===== config.mk =====
export PLATFORM = sky130hd
export DESIGN_NAME = fpr_cell
export DESIGN_NICKNAME = d
export VERILOG_FILES = /design/src/fast_packet_reassembler_defines.svh /design/src/fpr_pkg.sv /design/src/fpr_cell.sv
export SDC_FILE = /design/constraint.sdc
export NUM_CORES = 1
export LEC_CHECK = 0
export BUFFER_PORTS_ARGS = -buffer_cell sky130_fd_sc_hd__buf_4
export CORE_MARGIN = 2
export CORE_UTILIZATION = 43
export CTS_CLUSTER_SIZE = 30
export DETAILED_ROUTE_END_ITERATION = 12
export GPL_TIMING_DRIVEN = 0
export MAX_ROUTING_LAYER = met4
export PLACE_DENSITY = 0.91
export SLEW_MARGIN = 15
export SYNTH_ARGS = -nofsm -noshare
export SYNTH_HDL_FRONTEND = slang
export SYNTH_SLANG_ARGS = --single-unit

===== constraint.sdc =====
create_clock -name clk -period 2.59 [get_ports clk]
set_input_delay 0.259 -clock clk [delete_from_list [all_inputs] [get_ports clk]]
set_output_delay 0.259 -clock clk [all_outputs]
set_load 0.1 [all_outputs]

===== src/fast_packet_reassembler_defines.svh =====
`ifndef FAST_PACKET_REASSEMBLER_DEFINES_SVH
`define FAST_PACKET_REASSEMBLER_DEFINES_SVH

// same-cycle implication, sampled on clk, off during reset
`define FPR_ASSERT_NOW(lbl, ante, cons, msg) \
  lbl: assert property (@(posedge clk) disable iff (!rst_n) (ante) |-> (cons)) else $error(msg);

// next-cycle implication
`define FPR_ASSERT_NEXT(lbl, ante, cons, msg) \
  lbl: assert property (@(posedge clk) disable iff (!rst_n) (ante) |=> (cons)) else $error(msg);

`endif


===== src/fpr_pkg.sv =====
`default_nettype none
package fpr_pkg;

  localparam int SlotsDefault    = 8;
  localparam int MaxBytesDefault = 256;
  localparam int KeyW            = 37;
  localparam int PgnW            = 18;

  localparam logic [4:0] SeqMask = 5'h1F;
  localparam logic [2:0] CtrMask = 3'h7;

  localparam logic [PgnW-1:0] ClaimPgnReset = 18'd60928;
  localparam logic [PgnW-1:0] ProdPgnReset  = 18'd126996;

  localparam logic [7:0] CfgClaim = 8'd0;
  localparam logic [7:0] CfgProd  = 8'd1;

  localparam logic [2:0] StProcessed = 3'd0;
  localparam logic [2:0] StComplete  = 3'd1;
  localparam logic [2:0] StDevInfo   = 3'd2;
  localparam logic [2:0] StUnknown   = 3'd3;
  localparam logic [2:0] StBadSeq    = 3'd4;
  localparam logic [2:0] StFull      = 3'd5;

  typedef enum logic [1:0] {
    CMD_NOP,
    CMD_ALLOC,
    CMD_UPDATE,
    CMD_FREE
  } cmd_op_t;

  typedef struct packed {
    cmd_op_t         op;
    logic [KeyW-1:0] key;
    logic [7:0]      expected;
    logic [4:0]      frame_count;
    logic [7:0]      received;
  } cell_cmd_t;

  typedef struct packed {
    logic       hit;
    logic       free;
    logic [7:0] expected;
    logic [4:0] frame_count;
    logic [7:0] received;
  } cell_link_t;

  function automatic logic [63:0] byte_mask(input logic [3:0] len);
    logic [63:0] m;
    m = '0;
    for (int i = 0; i < 8; i++) begin
      if (4'(i) < len) m[8*i +: 8] = 8'hFF;
    end
    return m;
  endfunction

endpackage
`default_nettype wire


===== src/fpr_cell.sv =====
`default_nettype none
module fpr_cell
  import fpr_pkg::*;
#(
  parameter int IW  = 3,
  parameter int IDX = 0
) (
  input  wire logic            clk,
  input  wire logic            rst_n,
  input  wire logic [KeyW-1:0] key,
  input  wire cell_cmd_t       cmd,
  input  wire logic [IW-1:0]   cmd_slot,
  input  wire cell_link_t      link_in,
  input  wire logic [IW-1:0]   hit_idx_in,
  input  wire logic [IW-1:0]   free_idx_in,
  output      cell_link_t      link_out,
  output      logic [IW-1:0]   hit_idx_out,
  output      logic [IW-1:0]   free_idx_out,
  output      logic            sel_hit
);

  logic            valid_r;
  logic [KeyW-1:0] key_r;
  logic [7:0]      exp_r;
  logic [4:0]      cnt_r;
  logic [7:0]      rcv_r;
  logic            match;
  logic            sel_free;
  logic            mine;

  assign match    = valid_r && (key_r == key);
  assign sel_hit  = match && !link_in.hit;
  assign sel_free = !valid_r && !link_in.free;
  assign mine     = (cmd_slot == IW'(IDX));

  always_comb begin
    link_out      = link_in;
    link_out.hit  = link_in.hit | match;
    link_out.free = link_in.free | !valid_r;
    hit_idx_out   = hit_idx_in;
    free_idx_out  = free_idx_in;
    if (sel_hit) begin
      link_out.expected    = exp_r;
      link_out.frame_count = cnt_r;
      link_out.received    = rcv_r;
      hit_idx_out          = IW'(IDX);
    end
    if (sel_free) free_idx_out = IW'(IDX);
  end

  always_ff @(posedge clk) begin
    if (!rst_n) begin
      valid_r <= 1'b0;
    end else if (mine) begin
      case (cmd.op)
        CMD_ALLOC: begin
          valid_r <= 1'b1;
          key_r   <= cmd.key;
          exp_r   <= cmd.expected;
          cnt_r   <= cmd.frame_count;
          rcv_r   <= cmd.received;
        end
        CMD_UPDATE: begin
          cnt_r   <= cmd.frame_count;
          rcv_r   <= cmd.received;
        end
        CMD_FREE: valid_r <= 1'b0;
        default: ;
      endcase
    end
  end

endmodule
`default_nettype wire


# Word-level counts from Yosys, hierarchy flattened
# Cells that the tools add are included.
# op_classes
n_mux	4
n_reduce_logical	12
n_bitwise	2
eq_ne	4
# op_table
operator	count
$eq A37 B37 Y1	1
$mux W21	1
$mux W3	2
$reduce_and A3 Y1	2
$eq A2 B2 Y1 const B	2
$logic_and A1 B1 Y1	3
$logic_not A1 Y1	3
$logic_not A3 Y1	1
$eq A2 B1 Y1 const B	1
$or A1 B1 Y1	2
$pmux W1 S2	1
$reduce_and A2 Y1	1
$reduce_bool A2 Y1	1
$reduce_or A2 Y1	1
# totals
elab_cells	27
out_inout_bits	30
regBits	59
input_bits	131

# Depth between registers and ports, before layout
# logic_depth
ltp_word	4
ltp_mapped	6
depth_no_buf	5

# Least setup slack after synthesis
# No wires, ideal clock.
# synth_path
path_kind	input to register
start	input port cmd_slot[1]
end	register exp_r[0] (enable)
slack_ns	0.442
setup_ns	0.407
arrival_time_ns	1.741
cell_stages	2
required_time_ns	2.183
n_path_buf	0
cell_sequence	nor3_1 > and3_1
# synth_via
elab_chain_len	2
# synth_lines
element	line_no	source
start: declaration	fpr_cell.sv:12	input wire logic [IW-1:0] cmd_slot,
$logic_not A3 Y1	fpr_cell.sv:34	assign mine = (cmd_slot == IW'(IDX));
$reduce_and A3 Y1 (no line)	-	
end signal: assignment	fpr_cell.sv:59	exp_r <= cmd.expected;
end: declaration	fpr_cell.sv:24	logic [7:0] exp_r;
# No other way between the ends.
# A chain may end at the register's enable or synchronous reset.

==> impl_metrics.toml <==
[outcome]
status = "finished with violations"
violations = "setup timing"

[setup_path]
cp_slowest_cell = "edfxtp_1"
r2r_start = "valid_r$_SDFFE_PN0P_"
reg2reg_setup_slack_ns = 1.98
arrival_ns = 2.41
criticalPathCategory = "reg2out"
endpoint_kind = "output port"
cp-start-kind = "register"
critical_path_required_ns = 2.33
path_cells = "xnor2_1, nand4_1, nor4_4, buf_4, nand4b_4, buf_12, mux2_4, buf_12"
r2r-end = "valid_r$_SDFFE_PN0P_"
crit_fanout = 10
rr_worst_depth = 2
cp_slowest_stage_delay_ns = 0.40
crit_top_cell = "buf_12"

[yosys]
ys_seq_elements = 59
avgSynthCellArea_um2 = 17.3
synth_edf_count = 58
ys_types = 25
yosysWarnings = 0
yosysTopAreaCellShare_pct = 65.1
synth_cells = 155
yosysTopAreaCell = "edfxtp_1"
async_reset_ff_share_pct = 0
synth_area_leaders = "edfxtp_1, mux2_4, xnor2_1"
syn_area_mm2 = 0.00267
syn_nets = 288
ys_seq_area_share_pct = 65.9
ys.flop_type = "edfxtp_1"

[cts]
cts_tree = "yes"
path_clk_slew_ns = 0.07
cts_max_level = 3
postCtsHoldBufs = 0
cts.sinks = 59
ctsRootBufferMaster = "clkbuf_8"
worst_skew_pair.late_latency_ns = 0.32
clk_path_buf_depth = 2
cts_made_buffers = 9

[placed_design]
io_buffers = 160
dp_hpwl_um = 4880
placed_cell_area_mm2 = 0.00399
post-place-ws_ns = 0.115
globalplace.congestion = 0.758

[finish]
diodes = 0
seq_area_mm2 = 0.00176
area_growth_pct = 66.9
multi_input_area_um2 = 891
final_common_cell = "buf_4"
fillers = 371
nets = 464
final_cell_mix = "buf_4, edfxtp_1, xnor2_1, buf_12, mux2_4"
final_layout_size_suffix_gt1_share_pct = 61.6
fin_area_mm2 = 0.00446

[pwr]
pwr-share-clk_pct = 33.2
p_switching_uw = 600
powerDensity_mw_per_mm2 = 524
ir_worst_vdd_mv = 0.385
power.internal_mw = 1.74
power_frac_comb_pct = 21.1
p_seq_share_pct = 45.7
swShare_pct = 25.7
p_leak_nw = 1.93

[floorplan]
die_w_um = 82.9
dieArea_mm2 = 0.00686
coreArea_mm2 = 0.00596
rows = 28
die_h_um = 82.9
ios = 161
start_util_pct = 44.9

[timing]
fin_crit_sh_pct = 103
setup_violations = 21
min_period_ns = 2.67
rsz0062_at_grt = "true"
fmax_mhz = 374
slew_violations = 0
slew-limit-headroom_pct = 29.1
tightest_slew_ns = 1.06
fin_ws_ns = -0.0816
hold_viol_final = 0
clock_skew_ns = 0

[global_route]
antenna_found_initial = 0
grt_max_degree = 39
gr-usage-met2_pct = 36.8
grt_pass1_wl_um = 10500
grt_usage_pct = 20.6
use_met1_pct = 22.1
grt-ovfl-total = 0
grt_pass1_vias = 2168
met3_usage_pct = 5.27
grt-busiest-layer = "met2"

[route]
wl_per_cell_um = 16.0
vias = 1988
drtIter0Drc = 67
final_antenna_net_count = 0
drt_wl_total_um = 6590
drtPass1Iterations = 4
drc = 0
drt-vias-per-instance = 4.84

[job]
drv_cap = 0

[worst_hold_path]
hp-class = "in2reg"
min_to = "rcv_r[4]$_DFFE_PP_"
holdPathStages = 1
hold_start = "cmd[4]"
## registers in the layout, summed over array words and instances (netlist names)
register / count
key_r: 37
valid_r: 1
rcv_r: 8
exp_r: 8
cnt_r: 5
## cell families (layout without fill, tap and decap cells)
logic type                 after synthesis  after routing  synth area share [%]
xor gates and xnor gates                36             36                  11.8
AOI/OAI and AO/OA                        4              4                 0.889
adders and majority gates                2              2                 0.936
and+or+nand+nor                         29             29                  8.14
muxes                                   21             21                  11.2
buffers and inverters                    4            185                  1.12
DFF                                     59             59                  65.9
## worst max path at each step
| stage | from | to | slack (ns) |
|---|---|---|---|
| floorplan | cmd_slot[1] | exp_r[0]$_DFFE_PP_ | 0.44 |
| global placement | cmd_slot[1] | exp_r[6]$_DFFE_PP_ | -0.13 |
| detailed placement | key_r[25]$_DFFE_PP_ | link_out[5] | 0.12 |
| CTS | key_r[29]$_DFFE_PP_ | link_out[5] | -0.07 |
| global route | key_r[28]$_DFFE_PP_ | link_out[10] | -0.20 |
| finish | key_r[25]$_DFFE_PP_ | link_out[10] | -0.08 |
## layer usage
| layer | vias up | routed length (µm) |
|---|---|---|
| li1 | 936 | - |
| met1 | 940 | 2350 |
| met2 | 103 | 3660 |
| met3 | 9 | 480 |
| met4 | 0 | 90 |
| met5 | - | 0 |
## cell type report
| class | instances | share of cell area [%] |
|---|---|---|
| Timing Repair Buffer | 165 | 33.4 |
| Sequential cell | 59 | 39.5 |
| Clock buffer | 10 | 2.86 |
| Tap cell | 75 | 2.10 |
| Multi-Input combinational cell | 92 | 20.0 |
| Inverter | 2 | 0.168 |
| Clock inverter | 6 | 1.26 |
| Buffer | 2 | 0.785 |
## critical path: cells and delay by family, from the launching register on
family                 cells  cell delay, ns
multiplexers               1            0.32
flip-flops                 1            0.40
XOR/XNOR                   1            0.14
buffers and inverters      3            0.56
AND/OR/NAND/NOR            3            0.67
## power by group through the flow
stage / combinational, mW / sequential, mW / clock [mW]
final: 0.493 / 1.07 / 0.776
after global routing: 0.516 / 1.07 / 0.837
after CTS: 0.491 / 1.07 / 0.792
after detailed placement: 0.444 / 1.09 / 0
after global placement: 0.435 / 1.09 / 0
after floorplan: 0.245 / 1.09 / 0
## synth_stat cells (3+ instances only)
library cell and number:
mux2_2 4, nand4_1 7, nor2_1 4, xor2_1 7, edfxtp_1 58, nand2_1 3, and2_1 3, xnor2_1 29
mux2_4 17, nor2b_1 3
## per-stage QoR
step	power, mW	cells	hold slack (ns)	TNS (ns)	util, %
after global routing	2.42	411	0.0885	-4.14	74.9
after floorplan	1.33	155	0.358	0	-
final	2.34	411	0.105	-1.34	74.9
after CTS	2.35	411	0.0917	-1.15	74.6
after global placement	1.52	390	0.437	-5.56	66.6
after detailed placement	1.53	391	0.438	0	67.0
## repair_timing
item                                   CTS  global route
endpoints found under the hold margin    0             0
pin swaps                                3             3
setup endpoints to repair               24            25
buffers inserted                         4             0
resized for setup                       58             4
Power figures use the tool's default switching activity.
